$ cat src/rtl/assert_macros.svh
// assertion helpers, compiled out for synthesis
`ifndef ASSERT_MACROS_SVH
`define ASSERT_MACROS_SVH

`ifndef SYNTHESIS

`define ASSERT_NEVER(label, clk, rst_n, expr, msg) \
  label: assert property (@(posedge clk) disable iff (!rst_n) !(expr)) else $error(msg);

`define ASSERT_IMPLY(label, clk, rst_n, ante, cons, msg) \
  label: assert property (@(posedge clk) disable iff (!rst_n) (ante) |-> (cons)) else $error(msg);

`else

`define ASSERT_NEVER(label, clk, rst_n, expr, msg)

`define ASSERT_IMPLY(label, clk, rst_n, ante, cons, msg)

`endif

`endif

$ cat src/rtl/wsfp_pkg.sv
`timescale 1ns / 1ps

package wsfp_pkg;

  localparam logic       KIND_HEADER  = 1'b0;
  localparam logic       KIND_PAYLOAD = 1'b1;

  localparam logic [6:0] LEN_CODE_16  = 7'd126;
  localparam logic [6:0] LEN_CODE_64  = 7'd127;

  localparam logic [3:0] EXT16_BYTES  = 4'd2;
  localparam logic [3:0] EXT64_BYTES  = 4'd8;
  localparam logic [3:0] KEY_BYTES    = 4'd4;

  typedef struct packed {
    logic [3:0] opcode;
    logic       fin;
    logic [2:0] rsv;
    logic       mask;
  } hdr_t;

  typedef struct packed {
    logic       kind;
    logic       frame_end;
    logic [7:0] raw_byte;
    logic [7:0] key_byte;
    hdr_t       hdr;
  } rec_t;

  typedef enum logic [4:0] {
    PH_FIRST   = 5'b00001,
    PH_SECOND  = 5'b00010,
    PH_EXTLEN  = 5'b00100,
    PH_KEY     = 5'b01000,
    PH_PAYLOAD = 5'b10000
  } phase_t;

endpackage

$ cat src/rtl/wsfp_front.sv
`timescale 1ns / 1ps
`include "assert_macros.svh"

module wsfp_front #(
  parameter int LENGTH_BITS = 64
) (
  input  logic                   clk,
  input  logic                   rst_n,
  input  logic                   in_valid,
  output logic                   in_stall,
  input  logic [7:0]             in_stream_byte,
  input  logic                   queue_full,
  output logic                   push,
  output wsfp_pkg::rec_t         push_rec,
  output logic [LENGTH_BITS-1:0] push_len
);
  import wsfp_pkg::*;

  phase_t                 phase_r, phase_nxt;
  hdr_t                   hdr_r, hdr_nxt;
  logic [LENGTH_BITS-1:0] len_r, len_nxt;
  logic [LENGTH_BITS-1:0] rem_r, rem_nxt;
  logic [LENGTH_BITS-1:0] rem_dec;
  logic [3:0]             cnt_r, cnt_nxt;
  logic [31:0]            key_r, key_nxt;
  logic [1:0]             kidx_r, kidx_nxt;
  logic                   accept;
  logic                   finish;
  logic [6:0]             code;
  logic [7:0]             key_sel;

  assign in_stall = queue_full;
  assign accept   = in_valid && !in_stall;
  assign code     = in_stream_byte[6:0];
  assign rem_dec  = rem_r - LENGTH_BITS'(1);

  always_comb begin
    case (kidx_r)
      2'd0:    key_sel = key_r[31:24];
      2'd1:    key_sel = key_r[23:16];
      2'd2:    key_sel = key_r[15:8];
      default: key_sel = key_r[7:0];
    endcase
  end

  always_comb begin
    phase_nxt          = phase_r;
    hdr_nxt            = hdr_r;
    len_nxt            = len_r;
    rem_nxt            = rem_r;
    cnt_nxt            = cnt_r;
    key_nxt            = key_r;
    kidx_nxt           = kidx_r;
    finish             = 1'b0;
    push               = 1'b0;
    push_rec.kind      = KIND_HEADER;
    push_rec.frame_end = 1'b0;
    push_rec.raw_byte  = 8'd0;
    push_rec.key_byte  = 8'd0;
    if (accept) begin
      case (phase_r)
        PH_SECOND: begin
          hdr_nxt.mask = in_stream_byte[7];
          key_nxt      = '0;
          if (code != LEN_CODE_16 && code != LEN_CODE_64) begin
            len_nxt = LENGTH_BITS'(code);
            if (in_stream_byte[7]) begin
              cnt_nxt   = KEY_BYTES;
              phase_nxt = PH_KEY;
            end else begin
              finish = 1'b1;
            end
          end else begin
            len_nxt   = '0;
            cnt_nxt   = (code == LEN_CODE_16) ? EXT16_BYTES : EXT64_BYTES;
            phase_nxt = PH_EXTLEN;
          end
        end
        PH_EXTLEN: begin
          len_nxt = {len_r[LENGTH_BITS-9:0], in_stream_byte};
          cnt_nxt = cnt_r - 4'd1;
          if (cnt_nxt == 4'd0) begin
            if (hdr_r.mask) begin
              cnt_nxt   = KEY_BYTES;
              phase_nxt = PH_KEY;
            end else begin
              finish = 1'b1;
            end
          end
        end
        PH_KEY: begin
          key_nxt = {key_r[23:0], in_stream_byte};
          cnt_nxt = cnt_r - 4'd1;
          if (cnt_nxt == 4'd0) begin
            finish = 1'b1;
          end
        end
        PH_PAYLOAD: begin
          push              = 1'b1;
          push_rec.kind     = KIND_PAYLOAD;
          push_rec.raw_byte = in_stream_byte;
          push_rec.key_byte = hdr_r.mask ? key_sel : 8'd0;
          kidx_nxt          = kidx_r + 2'd1;
          rem_nxt           = rem_dec;
          if (rem_dec == '0) begin
            push_rec.frame_end = 1'b1;
            phase_nxt          = PH_FIRST;
          end
        end
        default: begin
          hdr_nxt.fin    = in_stream_byte[7];
          hdr_nxt.rsv    = in_stream_byte[6:4];
          hdr_nxt.opcode = in_stream_byte[3:0];
          phase_nxt      = PH_SECOND;
        end
      endcase
      if (finish) begin
        push     = 1'b1;
        kidx_nxt = 2'd0;
        rem_nxt  = len_nxt;
        if (len_nxt == '0) begin
          push_rec.frame_end = 1'b1;
          phase_nxt          = PH_FIRST;
        end else begin
          phase_nxt = PH_PAYLOAD;
        end
      end
    end
    push_rec.hdr = hdr_nxt;
    push_len     = len_nxt;
  end

  always_ff @(posedge clk) begin
    if (!rst_n) begin
      phase_r <= PH_FIRST;
      hdr_r   <= '0;
      len_r   <= '0;
      rem_r   <= '0;
      cnt_r   <= '0;
      key_r   <= '0;
      kidx_r  <= '0;
    end else begin
      phase_r <= phase_nxt;
      hdr_r   <= hdr_nxt;
      len_r   <= len_nxt;
      rem_r   <= rem_nxt;
      cnt_r   <= cnt_nxt;
      key_r   <= key_nxt;
      kidx_r  <= kidx_nxt;
    end
  end

  `ASSERT_NEVER(a_payload_nonempty, clk, rst_n, phase_r == PH_PAYLOAD && rem_r == '0, "payload phase with nothing left")
  `ASSERT_IMPLY(a_payload_kind, clk, rst_n, push && phase_r == PH_PAYLOAD, push_rec.kind == KIND_PAYLOAD, "payload byte pushed as header")

endmodule

$ cat src/rtl/wsfp_fifo.sv
`timescale 1ns / 1ps
`include "assert_macros.svh"

module wsfp_fifo #(
  parameter int WIDTH = 8,
  parameter int DEPTH = 4
) (
  input  logic             clk,
  input  logic             rst_n,
  input  logic             push,
  input  logic [WIDTH-1:0] push_data,
  output logic             full,
  input  logic             pop,
  output logic             not_empty,
  output logic [WIDTH-1:0] pop_data
);
  localparam int PTR_W = $clog2(DEPTH);
  localparam int CNT_W = $clog2(DEPTH + 1);

  logic [WIDTH-1:0] mem [DEPTH];
  logic [PTR_W-1:0] wr_ptr_r, wr_ptr_nxt;
  logic [PTR_W-1:0] rd_ptr_r, rd_ptr_nxt;
  logic [CNT_W-1:0] cnt_r, cnt_nxt;

  assign full      = (cnt_r == CNT_W'(DEPTH));
  assign not_empty = (cnt_r != '0);
  assign pop_data  = mem[rd_ptr_r];

  always_comb begin
    wr_ptr_nxt = wr_ptr_r;
    rd_ptr_nxt = rd_ptr_r;
    cnt_nxt    = cnt_r;
    if (push) begin
      wr_ptr_nxt = (wr_ptr_r == PTR_W'(DEPTH - 1)) ? '0 : wr_ptr_r + PTR_W'(1);
    end
    if (pop) begin
      rd_ptr_nxt = (rd_ptr_r == PTR_W'(DEPTH - 1)) ? '0 : rd_ptr_r + PTR_W'(1);
    end
    if (push && !pop) begin
      cnt_nxt = cnt_r + CNT_W'(1);
    end else if (pop && !push) begin
      cnt_nxt = cnt_r - CNT_W'(1);
    end
  end

  always_ff @(posedge clk) begin
    if (push) begin
      mem[wr_ptr_r] <= push_data;
    end
  end

  always_ff @(posedge clk) begin
    if (!rst_n) begin
      wr_ptr_r <= '0;
      rd_ptr_r <= '0;
      cnt_r    <= '0;
    end else begin
      wr_ptr_r <= wr_ptr_nxt;
      rd_ptr_r <= rd_ptr_nxt;
      cnt_r    <= cnt_nxt;
    end
  end

  `ASSERT_NEVER(a_no_overflow, clk, rst_n, push && full, "push into full queue")
  `ASSERT_NEVER(a_no_underflow, clk, rst_n, pop && !not_empty, "pop from empty queue")

endmodule

$ cat src/rtl/wsfp_back.sv
`timescale 1ns / 1ps
`include "assert_macros.svh"

module wsfp_back #(
  parameter int LENGTH_BITS = 64
) (
  input  logic                   clk,
  input  logic                   rst_n,
  input  logic                   q_valid,
  input  wsfp_pkg::rec_t         q_rec,
  input  logic [LENGTH_BITS-1:0] q_len,
  output logic                   pop,
  output logic                   out_valid,
  input  logic                   out_stall,
  output logic                   out_record_kind,
  output logic [7:0]             out_payload_byte,
  output logic [3:0]             out_frame_opcode,
  output logic                   out_final_fragment,
  output logic [2:0]             out_reserved_bits,
  output logic                   out_is_masked,
  output logic [LENGTH_BITS-1:0] out_frame_len,
  output logic                   out_frame_end
);
  import wsfp_pkg::*;

  logic                   valid_r, valid_nxt;
  rec_t                   rec_r;
  logic [7:0]             byte_r;
  logic [LENGTH_BITS-1:0] len_r;
  logic                   load;
  logic                   hdr_out;

  assign load    = q_valid && (!valid_r || !out_stall);
  assign pop     = load;
  assign hdr_out = valid_r && (rec_r.kind == KIND_HEADER);

  always_comb begin
    valid_nxt = valid_r;
    if (load) begin
      valid_nxt = 1'b1;
    end else if (!out_stall) begin
      valid_nxt = 1'b0;
    end
  end

  always_ff @(posedge clk) begin
    if (!rst_n) begin
      valid_r <= 1'b0;
    end else begin
      valid_r <= valid_nxt;
    end
  end

  // unmask on the way out
  always_ff @(posedge clk) begin
    if (load) begin
      rec_r  <= q_rec;
      byte_r <= q_rec.raw_byte ^ q_rec.key_byte;
      len_r  <= q_len;
    end
  end

  assign out_valid          = valid_r;
  assign out_record_kind    = rec_r.kind;
  assign out_payload_byte   = byte_r;
  assign out_frame_opcode   = rec_r.hdr.opcode;
  assign out_final_fragment = rec_r.hdr.fin;
  assign out_reserved_bits  = rec_r.hdr.rsv;
  assign out_is_masked      = rec_r.hdr.mask;
  assign out_frame_len      = len_r;
  assign out_frame_end      = rec_r.frame_end;

  `ASSERT_IMPLY(a_header_byte_zero, clk, rst_n, hdr_out, byte_r == 8'd0, "header byte set")

endmodule

$ cat src/rtl/websocket_frame_parser.sv
`timescale 1ns / 1ps
// path: the record is pushed into the queue when the byte that completes it is taken, then moves to the out_* register
// throughput: one stream byte per cycle while in_stall is low (queue not full), set by the parser state update
// a queue of QUEUE_DEPTH records lets the parser keep taking bytes while out_stall is high, until the queue is full
// reset: synchronous active-low rst_n, parser returns to expecting a first header byte
// and the queue and output register are emptied

module websocket_frame_parser #(
  parameter int LENGTH_BITS = 64,
  parameter int QUEUE_DEPTH = 4
) (
  input  logic                   clk,
  input  logic                   rst_n,
  input  logic                   in_valid,
  output logic                   in_stall,
  input  logic [7:0]             in_stream_byte,
  output logic                   out_valid,
  input  logic                   out_stall,
  output logic                   out_record_kind,
  output logic [7:0]             out_payload_byte,
  output logic [3:0]             out_frame_opcode,
  output logic                   out_final_fragment,
  output logic [2:0]             out_reserved_bits,
  output logic                   out_is_masked,
  output logic [LENGTH_BITS-1:0] out_frame_len,
  output logic                   out_frame_end
);
  import wsfp_pkg::*;

  localparam int ENTRY_W = $bits(rec_t) + LENGTH_BITS;

  logic                   push;
  rec_t                   push_rec;
  logic [LENGTH_BITS-1:0] push_len;
  logic                   q_full;
  logic                   q_valid;
  logic                   pop;
  logic [ENTRY_W-1:0]     q_data;
  rec_t                   q_rec;
  logic [LENGTH_BITS-1:0] q_len;

  wsfp_front #(
    .LENGTH_BITS(LENGTH_BITS)
  ) u_front (
    .clk            (clk),
    .rst_n          (rst_n),
    .in_valid       (in_valid),
    .in_stall       (in_stall),
    .in_stream_byte (in_stream_byte),
    .queue_full     (q_full),
    .push           (push),
    .push_rec       (push_rec),
    .push_len       (push_len)
  );

  wsfp_fifo #(
    .WIDTH(ENTRY_W),
    .DEPTH(QUEUE_DEPTH)
  ) u_fifo (
    .clk       (clk),
    .rst_n     (rst_n),
    .push      (push),
    .push_data ({push_rec, push_len}),
    .full      (q_full),
    .pop       (pop),
    .not_empty (q_valid),
    .pop_data  (q_data)
  );

  assign q_rec = q_data[ENTRY_W-1:LENGTH_BITS];
  assign q_len = q_data[LENGTH_BITS-1:0];

  wsfp_back #(
    .LENGTH_BITS(LENGTH_BITS)
  ) u_back (
    .clk                (clk),
    .rst_n              (rst_n),
    .q_valid            (q_valid),
    .q_rec              (q_rec),
    .q_len              (q_len),
    .pop                (pop),
    .out_valid          (out_valid),
    .out_stall          (out_stall),
    .out_record_kind    (out_record_kind),
    .out_payload_byte   (out_payload_byte),
    .out_frame_opcode   (out_frame_opcode),
    .out_final_fragment (out_final_fragment),
    .out_reserved_bits  (out_reserved_bits),
    .out_is_masked      (out_is_masked),
    .out_frame_len      (out_frame_len),
    .out_frame_end      (out_frame_end)
  );

endmodule
$ cat config.mk
export PLATFORM = sky130hd
export DESIGN_NAME = websocket_frame_parser
export DESIGN_NICKNAME = d
export VERILOG_FILES = /design/src/rtl/wsfp_pkg.sv /design/src/rtl/wsfp_front.sv /design/src/rtl/wsfp_fifo.sv /design/src/rtl/wsfp_back.sv /design/src/rtl/websocket_frame_parser.sv
export VERILOG_INCLUDE_DIRS = /design/src /design/src/rtl
export SDC_FILE = /design/constraint.sdc
export NUM_CORES = 1
export LEC_CHECK = 0
export BUFFER_PORTS_ARGS = -buffer_cell sky130_fd_sc_hd__buf_2
export CAP_MARGIN = 20
export CORE_ASPECT_RATIO = 1.4
export CORE_UTILIZATION = 50
export CTS_BUF_LIST = sky130_fd_sc_hd__clkbuf_8
export DETAILED_ROUTE_END_ITERATION = 16
export GPL_TIMING_DRIVEN = 0
export PLACE_DENSITY = 0.67
export SKIP_CTS_REPAIR_TIMING = 1
export SYNTH_ARGS = -nofsm -noshare
export SYNTH_HDL_FRONTEND = slang
export SYNTH_SLANG_ARGS = --single-unit
export TNS_END_PERCENT = 50
$ cat constraint.sdc
create_clock -name clk -period 13.3 [get_ports clk]
set_clock_uncertainty 0.05 [all_clocks]
set_input_delay 0 -clock clk [delete_from_list [all_inputs] [get_ports clk]]
set_output_delay 0 -clock clk [all_outputs]
set_load 0.05 [all_outputs]
# [Word level (Yosys, flattened, before mapping)]
# Memory sizes are Yosys's and may differ from the RTL's. A register that Yosys moved wholly into a read port is not among the register bits.
# Index checks and enable logic that the tools add are counted.
# W data, S select, Z words.
[op_classes] n_mux=53 n_addsub=7 reduce_logical=25 n_eq_ne=19 bitwise=1
[ops] cell="$mux W64" n=4
[ops] cell="$logic_not A64 Y1" n=2
[ops] cell="$pmux W64 S2" n=1
[ops] cell="$pmux W32 S2" n=1
[ops] cell="$sub A64 B1 Y64 const B" n=1
[ops] cell="$mux W18" n=2
[ops] cell="$mux W5" n=7
[ops] cell="$pmux W8 S3" n=1
[ops] cell="$mux W4" n=5
[ops] cell="$pmux W5 S4" n=1
[ops] cell="$mux W1" n=17
[ops] cell="$mux W8" n=2
[ops] cell="$ne A7 B7 Y1 const B" n=2
[ops] cell="$mux W2" n=6
[ops] cell="$pmux W4 S3" n=1
[ops] cell="$mux W9" n=1
[ops] cell="$ne A3 B1 Y1 const B" n=3
[ops] cell="$xor A8 B8 Y8" n=1
[ops] cell="$eq A7 B7 Y1 const B" n=1
[ops] cell="$mux W7" n=1
[ops] cell="$add A2 B1 Y2 const B" n=3
[ops] cell="$eq A2 B2 Y1 const B" n=3
[ops] cell="$mux W3" n=2
[ops] cell="$reduce_and A6 Y1" n=1
[ops] cell="other kinds (23)" n=36
[totals] register_bits=271 ram_bits=364 memories=1
[memory_table] name="u_fifo.mem" depth=4 word_bits=91 read_ports=1 rd_ports_with_merged_regs=1 wr=1 line_no="wsfp_fifo.sv:20" text="logic [WIDTH-1:0] mem [DEPTH];"

# [Longest topological paths before layout]
[depth] ltp_word=11 mapped_depth=15 ltp_nobuf=13

# [Hierarchy]
# Synthesis repeated with hierarchy kept, for this count alone.
[unflattened] hier_cells=2012 hier_area_um2=26756.9
[by_module_without_submodules] module="wsfp_fifo" area_each_um2=13679.4 seq_area_each_um2=11110.7 instances=1 cells_each=519
[by_module_without_submodules] module="wsfp_front" area_each_um2=10476.3 seq_area_each_um2=3603.5 instances=1 cells_each=1398
[by_module_without_submodules] module="wsfp_back" area_each_um2=2601.2 seq_area_each_um2=2512.4 instances=1 cells_each=95

# [Worst setup path before layout]
# Ideal clock, no wire load.
[synth_timing] path_kind="reg-to-reg" from="register u_front.phase_r[4]" to="memory u_fifo.mem[0][0] (netlist name) (enable)" synth_period_minus_slack_ns=4.886 stages_incl_launch_ff=11 path_buffers=3 arrival_ns=4.376 slack_ns=8.414 path_cell_list="dfxtp_1 > nor3_1 > and2_1 > clkbuf_1 > a21boi_0 > o32ai_1 > o21ai_0 > inv_1 > clkbuf_1 > clkbuf_1 > and2_1"
[synth_via] elab_chain_len=7 elab_cells_between_ends=11 cone_classes="4 x eq/ne; 7 x mux"
[synth_lines] element="from (decl)" line_no="wsfp_front.sv:19" text="phase_t phase_r, phase_nxt;"
[synth_lines] element="from (signal assigned)" line_no="wsfp_front.sv:143" text="phase_r <= phase_nxt;"
[synth_lines] element="$eq A5 B4 Y1 (tied with other cells)" line_no="wsfp_front.sv:61" text="case (phase_r)"
[synth_lines] element="$pmux W1 S3" line_no="wsfp_front.sv:61"
[synth_lines] element="$mux W1" line_no="wsfp_front.sv:60" text="if (accept) begin"
[synth_lines] element="$mux W1 (*)" line_no="wsfp_front.sv:117" text="if (finish) begin"
[synth_lines] element="$mux W1 (*)" line_no="wsfp_front.sv:60"
[synth_lines] element="named net push" line_no="websocket_frame_parser.sv:32" text="logic push;"
[synth_lines] element="$mux W1 (*)" line_no="wsfp_fifo.sv:47" text="if (push) begin"
[synth_lines] element="$mux W1 (not written as such) (*)" line_no="wsfp_fifo.sv:48" text="mem[wr_ptr_r] <= push_data;"
[synth_lines] element="to (decl)" line_no="wsfp_fifo.sv:20"
# The timed path passes the listed nets; every way through them passes the cells marked *. The select of a mux whose other input is x is not followed.

# [Worst setup path in the final report]
[layout_timing] from="register u_front.phase_r[4]" to="memory u_fifo.mem[3][36] (netlist name) (enable)"
# The elaborated chain is that of the path after synthesis.

==> flow_summary.toml <==
[outcome]
status = "finished, final reports clean"

[die]
ioPinCount = 97
initial_core_util_pct = 50.7
die_area_sq_mm = 0.0540
core_sq_mm = 0.0523
fp.dieH_um = 275
placementRows = 99
die_w_um = 197

[clocking]
clkLatencyLatePin_ns = 0.71
h-tree-depth = 3
clockRootBuffer = "clkbuf_8"
clkTransAtPathRegs_ns = 0.07
clock-sinks = 637
clk_path_buf_depth = 3
numCtsBuffers = 93
cts_tree = "done"

[sta]
slew_violations = 0
hold_viol = 0
tns_ns = 0
hold-worst-slack_ns = 0.171
fmax_mhz = 190
fin_crit_ns = 5.28
max_slew_margin_pct = 27.5
setup_viol = 0
worst_slew_pin_slew_ns = 1.06
rsz0062_at_grt = "false"
fin_crit_sh_pct = 39.7

[logic_synthesis]
synth_edf_count = 447
ys_types = 66
synth_top_area_share_pct = 50.6
synthArstFlopShare_pct = 0
ys_dominant_reg_cell = "edfxtp_1"
syn_avg_cell_area_sq_um = 12.9
synth_warnings = 0
yosysMostFrequentCell = "edfxtp_1"
synthCells = 2055
synth.area.top_cells = "edfxtp_1 (51%), dfxtp_1 (14%), mux4_2 (7.0%)"
synth_common_cells = "edfxtp_1 (447), dfxtp_1 (190), nand2_1 (182), nor2_1 (159), o21ai_0 (138)"
synth_top_area_cell = "edfxtp_1"
yosysSeqAreaShare_pct = 64.9
synth-seq-cells = 637
synth_fp_nets = 2082
synthesis.area_sq_mm = 0.0265

[placed_design]
dpl.hpwl_um = 56000
place_congestion = 0.994
numPortBuffers = 96

[layout]
fillers = 4356
syn2layout_area_growth_pct = 13.6
multi_input_area_sq_mm = 0.00868
ff_latch_area_sq_mm = 0.0172
final_nets = 2297
drive_above_1_share_pct = 14.7

[grt]
grt_pass1_wl_um = 118000
busiest_layer = "met2"
use_met3_pct = 6.08
use_met2_pct = 49.9
grt_antenna_before_repair = 2
grt_util_all_layers_pct = 30.0
met1_usage_pct = 36.7
grt_overflow = 0
grt_pass1_vias = 18700
grt_max_degree = 69

[setup_path]
endpoint_kind = "flip-flop"
timing.rr.start = "u_front.phase_r[4]"
r2r_slack_ns = 8.02
r2r-end = "u_fifo.mem[3][36]"
cp-start-kind = "flip-flop"
crit_fanout = 53
crit_arrival_ns = 5.58
ff2ff_path_depth = 11
worstSetupPathType = "flip-flop to flip-flop"
cp_data_required_time_ns = 13.61

[pwr]
p_per_area_mw_per_mm2 = 186
vdd_drop_max_v = 0.000137
leakagePower_uw = 0.0105
total_power_uw = 5610

[routing]
via_per_inst = 6.18
drt_iter0_drc = 1825
drt-pass1-iter-count = 6
num_vias = 18900
wl_per_cell_um = 26.1
drt-total-wl_um = 79700
ant_nets = 0
route.detailed.drc = 0

[hold_path]
holdPathStages = 4
hold_class = "primary input to flip-flop"
holdCritStartpoint = "out_stall"
min_to = "u_back.out_valid"

[flow_run]
drv_cap = 0
## per-stage QoR
step	util, %	area [sq um]	worst slack, ns	cells
6_report	57.6	30100	8.02	3055
5_1_grt	57.6	30100	7.73	3055
4_1_cts	57.4	30000	8.21	3039
3_5_place_dp	53.8	28100	8.21	2867
3_3_place_gp	53.4	27900	5.50	2858
2_1_floorplan	-	26500	8.41	2055
## cell type report
cell class	instances	area share, %
diodes	1	0.00830
multi-input cells	1255	28.8
clock inverters	70	1.57
well taps	707	2.94
clock buffers	102	4.66
plain buffers	139	1.80
inverters	24	0.307
repair buffers	120	2.73
flip-flops and latches	637	57.2
## state kept, by name, indices dropped and copies added (netlist names), 2 cells and up, named ones only
register,count
u_front.hdr_r,9
u_front.phase_r,5
u_front.kidx_r,2
u_front.cnt_r,4
u_front.rem_r,64
u_back.out_reserved_bits,3
u_front.key_r,32
u_back.out_payload_byte,8
u_fifo.mem,364
u_back.out_frame_len,64
u_back.out_frame_opcode,4
u_fifo.cnt_r,3
u_front.len_r,64
u_fifo.wr_ptr_r,2
u_fifo.rd_ptr_r,2
## power breakdown
| part | leakage [uW] | internal, uW | switching (uW) | total [uW] |
|---|---|---|---|---|
| combinational | 0.00375 | 474 | 1170 | 1650 |
| sequential | 0.00570 | 2330 | 49.5 | 2380 |
| clock | 0.00107 | 829 | 757 | 1590 |
| total | 0.0105 | 3640 | 1980 | 5610 |
## kinds of logic after synthesis
logic type,count (synthesis),synth area share (%)
adder cells (fa/ha/maj),15,0.736
XOR/XNOR,55,1.82
flip-flops,637,64.9
buffers and inverters,163,2.38
AO/OA/AOI/OAI,419,10.1
multiplexers,97,7.61
AND/OR/NAND/NOR,669,12.5
## layout by cell type, fill, tap and decap left out, types with 25 or more instances in the layout
cell type,Yosys,final
clkbuf_8,0,102
clkbuf_1,108,108
nand4_1,30,30
mux4_2,83,83
a21oi_1,82,82
nor4_1,39,39
inv_1,23,54
and2_1,79,75
nor2_1,159,159
nor3_1,60,60
nand2_1,182,182
a22oi_1,97,97
o21ai_0,138,138
edfxtp_1,447,447
nand3_1,30,30
xor2_1,43,43
buf_2,4,100
buf_1,25,25
dfxtp_1,190,190
## worst max-delay path by stage
stage                     cells after the start           endpoint                from
after CTS                                    11  u_fifo.mem[3][37]  u_front.phase_r[4]
after detailed placement                     11  u_fifo.mem[3][36]  u_front.phase_r[4]
final                                        11  u_fifo.mem[3][36]  u_front.phase_r[4]
after floorplan                              10   u_fifo.mem[0][0]  u_front.phase_r[4]
after global placement                       10  u_fifo.mem[1][36]  u_front.phase_r[4]
after global routing                          9  u_fifo.mem[3][37]  u_front.phase_r[4]
## metal layers
metal,part of all wire (%),vias up
met4,5.8,2
met1,38,9289
li1,-,8287
met3,7.6,288
met5,0.016,-
met2,48,1015
## critical path, stage by stage, from the launching register on
cell	delay (ns)
dfxtp_1	0.34
nor3_1	0.38
and2_1	0.19
clkbuf_1	0.34
a21boi_0	0.20
o32ai_1	0.53
o21ai_0	0.39
inv_1	0.15
clkbuf_1	0.29
clkbuf_1	0.82
and2_4	0.85
buf_16	0.30
(Power assumes the default switching activity.)
